<file path="src/rtl/lxm_pkg.sv">
`timescale 1ns / 1ps
// ----------------------------------------------------------------------------
// lxm_pkg
// Shared types and constants of the L128X1024 LXM random generator.
// ----------------------------------------------------------------------------
package lxm_pkg;

  // data and lattice geometry
  localparam int WORD_W        = 64;
  localparam int HALF_W        = WORD_W / 2;
  localparam int LATTICE_WORDS = 16;
  localparam int LAT_IDX_W     = $clog2(LATTICE_WORDS);

  // xoroshiro1024 rotate and shift amounts
  localparam int ROT_A   = 25;
  localparam int SHIFT_B = 27;
  localparam int ROT_C   = 36;

  // mixer multiplier and register reset values
  localparam logic [WORD_W-1:0] LEA_MULT       = 64'hdaba0b6eb09322e3;
  localparam logic [WORD_W-1:0] MULT_LOW_RESET = 64'hd605bbb58c8abbfd;
  localparam logic [WORD_W-1:0] ADD_HIGH_RESET = 64'h0;
  localparam logic [WORD_W-1:0] ADD_LOW_RESET  = 64'h1;

  // configuration register indexes
  localparam int CFG_IDX_W = 2;
  localparam logic [CFG_IDX_W-1:0] CFG_ADDEND_HIGH    = 2'd0;
  localparam logic [CFG_IDX_W-1:0] CFG_ADDEND_LOW     = 2'd1;
  localparam logic [CFG_IDX_W-1:0] CFG_MULTIPLIER_LOW = 2'd2;

  // commands
  typedef enum logic [1:0] {
    CMD_GENERATE  = 2'd0,
    CMD_LOAD_WORD = 2'd1,
    CMD_LOAD_HIGH = 2'd2,
    CMD_LOAD_LOW  = 2'd3
  } cmd_t;

  // one queued request, classified by the front part
  typedef struct packed {
    logic                 is_gen;
    cmd_t                 cmd;
    logic [LAT_IDX_W-1:0] word_index;
    logic [WORD_W-1:0]    load_value;
  } op_t;

endpackage

</file>
<file path="src/rtl/lxm_item_if.sv">
`timescale 1ns / 1ps
// ----------------------------------------------------------------------------
// lxm_item_if
// Request channel: command, lattice word index and load value.
// ----------------------------------------------------------------------------
interface lxm_item_if;
  logic        valid;
  logic        ready;
  logic [1:0]  cmd;
  logic [3:0]  word_index;
  logic [63:0] load_value;

  modport source (output valid, output cmd, output word_index, output load_value,
                  input ready);
  modport sink   (input valid, input cmd, input word_index, input load_value,
                  output ready);
endinterface

</file>
<file path="src/rtl/lxm_front.sv">
`timescale 1ns / 1ps
// ----------------------------------------------------------------------------
// lxm_front
// Accepts requests, classifies the command and holds them in a two-entry queue.
// ----------------------------------------------------------------------------
module lxm_front
  import lxm_pkg::*;
(
  input  logic        clk,
  input  logic        rst,
  lxm_item_if.sink    item,
  output logic        head_valid,
  output op_t         head,
  input  logic        pop
);

  localparam int DEPTH = 2;

  op_t        queue [DEPTH];
  logic       wr_ptr;
  logic       rd_ptr;
  logic [1:0] count;
  logic       push;
  op_t        incoming;

  // classify the incoming request
  always_comb begin
    incoming.cmd        = cmd_t'(item.cmd);
    incoming.is_gen     = (cmd_t'(item.cmd) == CMD_GENERATE);
    incoming.word_index = item.word_index;
    incoming.load_value = item.load_value;
  end

  assign item.ready = (count != 2'(DEPTH));
  assign push       = item.valid && item.ready;
  assign head_valid = (count != 2'd0);
  assign head       = queue[rd_ptr];

  // queue storage
  always_ff @(posedge clk) begin
    if (push) begin
      queue[wr_ptr] <= incoming;
    end
  end

  // pointers and fill count
  always_ff @(posedge clk) begin
    if (rst) begin
      wr_ptr <= 1'b0;
      rd_ptr <= 1'b0;
      count  <= 2'd0;
    end else begin
      if (push) begin
        wr_ptr <= ~wr_ptr;
      end
      if (pop) begin
        rd_ptr <= ~rd_ptr;
      end
      case ({push, pop})
        2'b10:   count <= count + 2'd1;
        2'b01:   count <= count - 2'd1;
        default: count <= count;
      endcase
    end
  end

endmodule

</file>
<file path="src/flat_wrapper.sv">
// flat-port wrapper written by rule: the top's interface ports become plain ports
module lxm_front_flat import lxm_pkg::*;
  (clk, rst, head_valid, head, pop, item_valid, item_cmd, item_word_index, item_load_value, item_ready);
  lxm_item_if item_i ();
  input  logic clk;
  input  logic rst;
  output logic head_valid;
  output op_t head;
  input  logic pop;
  input wire logic [$bits(item_i.valid)-1:0] item_valid;
  input wire logic [$bits(item_i.cmd)-1:0] item_cmd;
  input wire logic [$bits(item_i.word_index)-1:0] item_word_index;
  input wire logic [$bits(item_i.load_value)-1:0] item_load_value;
  output wire logic [$bits(item_i.ready)-1:0] item_ready;
  assign item_i.valid = item_valid;
  assign item_i.cmd = item_cmd;
  assign item_i.word_index = item_word_index;
  assign item_i.load_value = item_load_value;
  assign item_ready = item_i.ready;
  lxm_front u_core (.clk(clk), .rst(rst), .item(item_i), .head_valid(head_valid), .head(head), .pop(pop));
endmodule
</file>
<file path="config.mk">
export PLATFORM = sky130hd
export DESIGN_NAME = lxm_front_flat
export DESIGN_NICKNAME = d
export VERILOG_FILES = /design/src/rtl/lxm_pkg.sv /design/src/rtl/lxm_item_if.sv /design/src/rtl/lxm_front.sv /design/src/flat_wrapper.sv
export SDC_FILE = /design/constraint.sdc
export NUM_CORES = 1
export LEC_CHECK = 0
export ABC_AREA = 1
export BUFFER_PORTS_ARGS = -buffer_cell sky130_fd_sc_hd__clkbuf_2
export CAP_MARGIN = 20
export CORE_UTILIZATION = 44
export CTS_CLUSTER_DIAMETER = 200
export DETAILED_ROUTE_END_ITERATION = 8
export PLACE_DENSITY = 0.68
export SLEW_MARGIN = 10
export SYNTH_ARGS = -nofsm -noshare
export SYNTH_HDL_FRONTEND = slang
export SYNTH_SLANG_ARGS = --single-unit
</file>
<file path="constraint.sdc">
create_clock -name clk -period 5.65 [get_ports clk]
set_input_delay 0.565 -clock clk [delete_from_list [all_inputs] [get_ports clk]]
set_output_delay 0.565 -clock clk [all_outputs]
set_load 0.05 [all_outputs]
</file>
# Word level (Yosys, flattened, before mapping)
# Memories as Yosys holds them, arrays and structs flattened. A register that Yosys moved wholly into a read port is not among the register bits.
# Index checks and enable logic that the tools add are counted.
# classes
bitwise	2
muxes	5
reduce_logical	4
n_eq_ne	3
addsub	2
# ops
operator	n
$mux W1	4
$pmux W2 S2	1
$reduce_bool A2 Y1	2
$add A2 B1 Y2 const B	1
$eq A2 B1 Y1 const B	1
$eq A2 B2 Y1 const B	1
$logic_not A2 Y1	1
$ne A2 B2 Y1 const B	1
$not A1 Y1	2
$sub A2 B1 Y2 const B	1
$logic_and A1 B1 Y1	1
# word_totals
input_bits	74
out_inout_bits	73
reg_bits	4
ram_bits	142
mem_count	1
elab_cells	20
# mem_list
name	words	width	read_ports	rd_clocked_by_memory_dff	write_ports	line	rtl
u_core.queue	2	71	1	1	1	lxm_front.sv:19	op_t queue [DEPTH];

# Depth between registers and ports, before layout
# Gate-level depths: netlist of the first run.
# logic_depth
word_depth	4
mapped_depth	9
mapped_depth_nobuf	9

# Least setup slack after synthesis of the first run
# Ideal clock, no wire load.
# synth_timing
kind	reg-to-reg
start	register u_core.count[0]
end	memory u_core.queue[0][0] (netlist name) (enable)
arrival_ns	3.926
setup_ns	0.501
path_stages_with_launch	5
setup_slack_ns	1.223
period_less_slack_ns	4.427
cell_sequence	dfxtp_1 -> inv_2 -> nand2_1 -> nand2_2 -> nor2_1
# synth_between
elab_chain_len	4
# synth_rtl
item	line	rtl
start: declaration	lxm_front.sv:22	logic [1:0] count;
start signal: assignment	lxm_front.sv:60	2'b10: count <= count + 2'd1;
start signal: assignment	lxm_front.sv:61	2'b01: count <= count - 2'd1;
start signal: assignment	lxm_front.sv:62	default: count <= count;
$ne A2 B2 Y1	lxm_front.sv:34	assign item.ready = (count != 2'(DEPTH));
named net item_ready	flat_wrapper.sv:14	output wire logic [$bits(item_i.ready)-1:0] item_ready;
$logic_and A1 B1 Y1	lxm_front.sv:35	assign push = item.valid && item.ready;
$mux W1	lxm_front.sv:41	if (push) begin
$mux W1 (implied by the code)	lxm_front.sv:42	queue[wr_ptr] <= incoming;
end: declaration	lxm_front.sv:19	
# The timed path passes the listed nets, and every way through them passes these cells.

==> results.toml, run 1 <==
[yosys]
synth_edf_count = 142
yosys-top-cells-count = "edfxtp_1, mux2_4, nor2_1"
syn_area_per_cell_um2 = 22.4
yosys.cell_count.top_type = "edfxtp_1"
synthCells = 255
synth_area_leader_cell = "edfxtp_1"
yosysSeqAreaShare_pct = 76.4
ys_types = 17
ys.flop_type = "edfxtp_1"
synthTopCellsByArea = "edfxtp_1, mux2_4, buf_12"
syn_nets = 330
post-synth-top-area-fraction_pct = 74.6
ys_warn_count = 0
synth-async-reset-ratio_pct = 0
synth_area_um2 = 5710
synth-seq-cells = 147

[worst_setup_path]
path_class = "flip-flop to output pin"
worstPathRequired_ns = 5.09
slowest_stage = "dfxtp_4"
cp.arrival_ns = 2.54
start_kind = "flip-flop"
r2r-start = "u_core.count[0]$_SDFFE_PP0P_"
cp_cell_sequence = "buf_4 -> mux2_2 -> clkbuf_2"
reg2reg_slack_ns = 3.29
timing.rr.end = "u_core.queue[1][65]$_DFFE_PP_"
path_max_fanout = 44
setup.worst_path.end_class = "output pin"
r2r_cells = 5
max_stage_delay_ns = 0.88

[clock_network]
ctsResizeCount = 0
cts_setup_buffers = 0
clk_latency_ns = 0.41
path_clk_slew_ns = 0.05
cts.sinks = 147
cts_buffers = 17
ctsHoldBuffers = 0
cts_root_buf = "clkbuf_16"
htreeDepth = 4
cts_tree = "done"
cts.path.max_buffers = 2

[sta]
slew_headroom_pct = 44.1
finalCriticalPeriod_ns = 3.10
slew_violations = 0
finalSetupTns_ns = 0
timing.fmax_mhz = 322
finalHoldViolCount = 0
fin_crit_sh_pct = 54.9
rsz0062_at_grt = "false"
setup_viol = 0
max_slew.worst_pin.slew_ns = 0.838
clock_skew_ns = 0.00545

[global_route]
grt_pass1_vias = 2816
overflow = 0
grt_first_pass_wirelength_um = 13500
antenna_found_initial = 0
track_usage_pct = 14.2
grt_max_degree = 46

[power]
combPwrFrac_pct = 18.6
p_per_area_nw_per_um2 = 402
ir_drop_mv = 0.216
pwr-share-clk_pct = 34.7
switching_share_pct = 26.9
internal_power_uw = 2090
switchingPower_uw = 768
pwr-share-seq_pct = 46.7
leakagePower_uw = 0.00286

[hold_path]
holdCritStartpoint = "rst"
holdPathStages = 2
hold_class = "input port to flip-flop"

[placed_design]
gp_congestion = 0.685
place_hpwl_um = 6130
io_buffers = 146

[detailed_routing]
drt_iter0_drc = 124
vias_per_cell = 4.63
wl_um = 9250
drtAntennaViolNets = 0
wire_per_inst_um = 15.4
drc = 0
drt_first_pass_iters = 4
vias = 2780

[floorplanning]
core_um2 = 12600
initial_core_util_pct = 45.3
die_w_um = 116
ios = 147
die_h_um = 116
row_count = 41
fp.dieArea_um2 = 13400

[status]
outcome = "completed"

[cells_and_area]
drive_gt1_share_pct = 58.0
area_delta_synth_final_pct = 24.3
fillers = 1020
finalNetCount = 491
final_core_util_pct = 56.3
insertedDiodeCount = 0

[job]
maxCapViolations = 0
## power by group through the flow
stage,sequential [uW],combinational (uW),clock [uW]
after floorplan,1340,451,0
after global placement,1350,528,0
after detailed placement,1360,536,0
after CTS,1330,537,1010
after global routing,1340,560,1050
final,1330,530,992
## cells in the final DEF, fill, tap and decap left out
cell,synthesis,final
ha_1,1,1
a21oi_1,2,2
clkbuf_2,0,146
o21ai_0,2,2
inv_1,4,4
clkbuf_1,0,10
nand2_2,1,1
dfxtp_1,5,4
mux2_2,1,1
clkbuf_8,0,5
or2_2,1,1
buf_12,7,1
nand4_1,1,1
nand2_1,5,5
buf_4,0,3
mux2_4,70,70
clkbuf_16,0,17
nor2_4,0,2
xnor2_1,1,1
nor2_1,10,8
edfxtp_1,142,142
inv_2,1,1
dfxtp_4,0,1
## flip-flops by register name, indices dropped and copies added (netlist names), named ones only
register and flops:
u_core.wr_ptr 1, u_core.rd_ptr 1, u_core.queue 142, u_core.count 2
## logic make-up (layout without fill, tap and decap cells)
logic type      after synthesis  after routing  synth area share, %
compound gates                4              4                0.350
xor+xnor                      1              1                0.153
fa+ha+maj                     1              1                0.219
buf+inv                      13            187                 2.98
flops                       147            147                 76.4
mux                          71             71                 18.6
simple gates                 18             18                 1.31
## critical path: cells and delay by family, from the launching register on
kind                   cells  cell delay (ns)
buffers and inverters      2             0.82
muxes                      1             0.41
DFF                        1             0.88
## worst max-delay path by stage
stage	depth (start not counted)	slack, ns	start	endpoint
2_1_floorplan	4	1.22	u_core.count[0]$_SDFFE_PP0P_	u_core.queue[0][0]$_DFFE_PP_
3_3_place_gp	3	2.94	flip-flop	head[63]
3_5_place_dp	3	2.92	flip-flop	head[63]
4_1_cts	3	2.47	flip-flop	head[63]
5_1_grt	3	2.41	flip-flop	head[63]
6_report	3	2.55	flip-flop	head[63]
## area by class of cell
type,count,area (um2),area share (%)
multi-input combinational,95,1190,16.8
clock buffer,32,532,7.49
inverter,5,18.8,0.264
sequential,147,4370,61.5
timing repair buffer,150,773,10.9
tap,172,215,3.03
## metal layers
layer  wire length (um)  global-route usage, %  vias to the layer above
li1                   -                      -                     1312
met1               3760                   15.2                     1340
met2               4620                   24.0                      109
met3                694                   5.96                       19
met4                182                   7.35                        0
met5                  0                      0                        -
## stage by stage
stage / hold WS (ns) / total power, uW / cell area [um2] / instances / worst slack (ns)
after global placement: 0.485 / 1880 / 6550 / 568 / 2.94
final: 0.345 / 2850 / 7100 / 601 / 2.55
after floorplan: 0.474 / 1790 / 5710 / 255 / 1.22
after global routing: 0.328 / 2950 / 7100 / 601 / 2.41
after detailed placement: 0.507 / 1890 / 6570 / 569 / 2.92
after CTS: 0.327 / 2890 / 7100 / 601 / 2.47
Power figures use the tool's default switching activity.
==> run 2, diff against run 1 <==
ABC_AREA = 0   (was 1)
PLACE_DENSITY = 0.69   (was 0.68)
clock period = 3.2 ns   (was 5.65 ns; I/O delays follow)
==> run 2 against run 1 <==
  * The flow now finishes with violations (design-rule violations)
  * Total power is 79% higher
  * Via count down 2.5%
  * Critical path depth did not move
  * Clock power grew 82%
  * Synthesized cell count down 3.9%
  * Cell count fell by 6.7%
  * Combinational power is 78% higher
  * Global-route usage increased by 0.65 points
  * Area after synthesis decreased by 6.8%
  * Cell area fell by 4.3%
  * Count of clock-buffer cells in the layout fell by 4
  * Routed wire length down 2.8%
  * Critical path type unchanged
  * Largest cell class unchanged
==> results.toml, run 2 <==
[floorplanning]
fp.dieArea_um2 = 12500
die_h_um = 112
die_w_um = 112
core_um2 = 11600
ios = 147
row_count = 39
initial_core_util_pct = 45.9

[power]
switchingPower_uw = 1440
combPwrFrac_pct = 18.4
leakagePower_uw = 0.00259
pwr-share-seq_pct = 46.2
ir_drop_mv = 0.467
switching_share_pct = 28.1
pwr-share-clk_pct = 35.4
p_per_area_nw_per_um2 = 753
internal_power_uw = 3680

[yosys]
synth_top_family_by_area = "multiplexers"
syn_nets = 320
synth-async-reset-ratio_pct = 0
synthCells = 245
ys_warn_count = 0
muxShareOfSynthArea_pct = 15.0
synth_edf_count = 142
synth_area_leader_cell = "edfxtp_1"
synth-compound-area-share_pct = 0.470
syn_area_per_cell_um2 = 21.7
synth_area_um2 = 5330
yosys.cell_count.top_type = "edfxtp_1"
synth_adder_area_share_pct = 0.235
yosys.area_share.xor_xnor_pct = 0.493
ys.flop_type = "edfxtp_1"
yosysSeqAreaShare_pct = 82.0
ys_types = 18
synth-seq-cells = 147
yosys-top-cells-count = "edfxtp_1, mux2_1, buf_2"
post-synth-top-area-fraction_pct = 80.1
synth_simple_gate_area_share_pct = 1.01
synthTopCellsByArea = "edfxtp_1, mux2_1, dfxtp_1"

[worst_setup_path]
max_stage_delay_ns = 0.58
start_kind = "flip-flop"
setup.worst_path.end_class = "output pin"
reg2reg_slack_ns = 1.30
cp.arrival_ns = 1.98
slowest_stage = "dfxtp_4"
cp_cell_sequence = "buf_12 -> mux2_1 -> clkbuf_2"
path_delay_family = "flip-flops"
path_class = "flip-flop to output pin"
path_buf_inv = 2
worstPathRequired_ns = 2.88
path_max_fanout = 46

[clock_network]
cts_setup_buffers = 0
htreeDepth = 4
cts.sinks = 147
ctsHoldBuffers = 0
cts_root_buf = "clkbuf_16"
ctsResizeCount = 0
cts_buffers = 17
cts.path.max_buffers = 2
cts_tree = "done"
path_clk_slew_ns = 0.05
clk_latency_ns = 0.40

[global_route]
antenna_found_initial = 0
grt_first_pass_wirelength_um = 14000
overflow = 0
track_usage_pct = 14.9
grt_pass1_vias = 2862
grt_max_degree = 72

[sta]
rsz0062_at_grt = "false"
setup_slack_ns = 0.903
setup_viol = 0
finalSetupTns_ns = 0
finalCriticalPeriod_ns = 2.30
fin_crit_sh_pct = 71.8
slew_violations = 0
max_slew.worst_pin.slew_ns = 1.02
timing.fmax_mhz = 435
finalHoldViolCount = 0
slew_headroom_pct = 32.0
clock_skew_ns = 0.00942

[job]
maxCapViolations = 0

[detailed_routing]
drtAntennaViolNets = 0
wl_um = 8990
vias = 2710
drt_first_pass_iters = 7
vias_per_cell = 4.83
drc = 11
wire_per_inst_um = 16.0
drt_iter0_drc = 133

[cells_and_area]
largest_register_ffs = 142
insertedDiodeCount = 0
finalNetCount = 480
area_delta_synth_final_pct = 27.7
final_cell_mix = "clkbuf_2, edfxtp_1, mux2_1, clkbuf_16, clkbuf_1"
drive_gt1_share_pct = 42.3
largest-register = "u_core.queue"
layout_commonest_cell = "clkbuf_2"
reg_top3 = "u_core.queue: 142 flops, u_core.count: 2 flops"

[placed_design]
gp_congestion = 0.679
dp_slack_ns = 1.31
io_buffers = 146

[hold_path]
hold_class = "input port to flip-flop"

[status]
violations = "design-rule violations"
outcome = "complete, but fails checks"
run 2: cell types whose count changed in the layout (fill, tap and decap cells not counted), moves of 2 or more:
| cell | delta |
|---|---|
| clkbuf_8 | -2 |
| mux2_4 | -70 |
| clkbuf_1 | -2 |
| inv_1 | -4 |
| nor2_4 | -2 |
| mux2_1 | +71 |
| clkinvlp_4 | +2 |
| nand2_1 | -4 |
| nor2_1 | -4 |
| buf_4 | -2 |
run 2: logic make-up (layout without fill, tap and decap cells):
logic type	after synthesis	in the layout
DFF	147	147
muxes	71	71
and+or+nand+nor	10	10
buffers and inverters	9	182
AOI/OAI and AO/OA	4	4
xor gates and xnor gates	3	3
adders and majority gates	1	1
run 2: power groups by stage:
stage / Combinational, uW / Sequential (uW) / Clock [uW]
after floorplan: 716 / 2390 / 0
final: 941 / 2370 / 1810
after CTS: 955 / 2370 / 1840
after global placement: 944 / 2400 / 0
after global routing: 990 / 2380 / 1920
after detailed placement: 951 / 2410 / 0
run 2: stage by stage:
stage	hold slack [ns]	cells	cell area, um2	power (uW)	util [%]
finish	0.105	561	6800	5120	58.5
CTS	0.0843	561	6800	5170	58.5
detailed placement	0.513	529	6250	3360	53.8
global route	0.0888	561	6800	5290	58.5
global placement	0.491	529	6250	3340	53.8
floorplan	0.389	245	5330	3100	-
run 2: cell type report:
type	instances	area, um2
flip-flops and latches	147	4370
well taps	143	179
fillers	884	4820
inverters	1	3.75
clock buffers	28	497
repair buffers	149	778
multi-input cells	89	922
clock inverters	4	50.0
run 2: metal layers:
| layer | track usage (%) | vias up | share of wire (%) |
|---|---|---|---|
| met1 | 17.7 | 1317 | 42 |
| met5 | 0 | - | 0 |
| li1 | - | 1287 | - |
| met4 | 7.20 | 0 | 0.97 |
| met2 | 24.5 | 100 | 49 |
| met3 | 4.97 | 6 | 7.6 |
run 2: final timing paths:
kind,from,end,depth (start not counted)
worst max-delay path,flip-flop,head[26],3
worst min-delay path,item_load_value[28],u_core.queue[1][28]$_DFFE_PP_,1
worst max register to register,u_core.count[0]$_SDFFE_PP0P_,u_core.queue[1][62]$_DFFE_PP_,2
worst min register to register,u_core.count[1]$_SDFFE_PP0P_,u_core.count[1]$_SDFFE_PP0P_,2
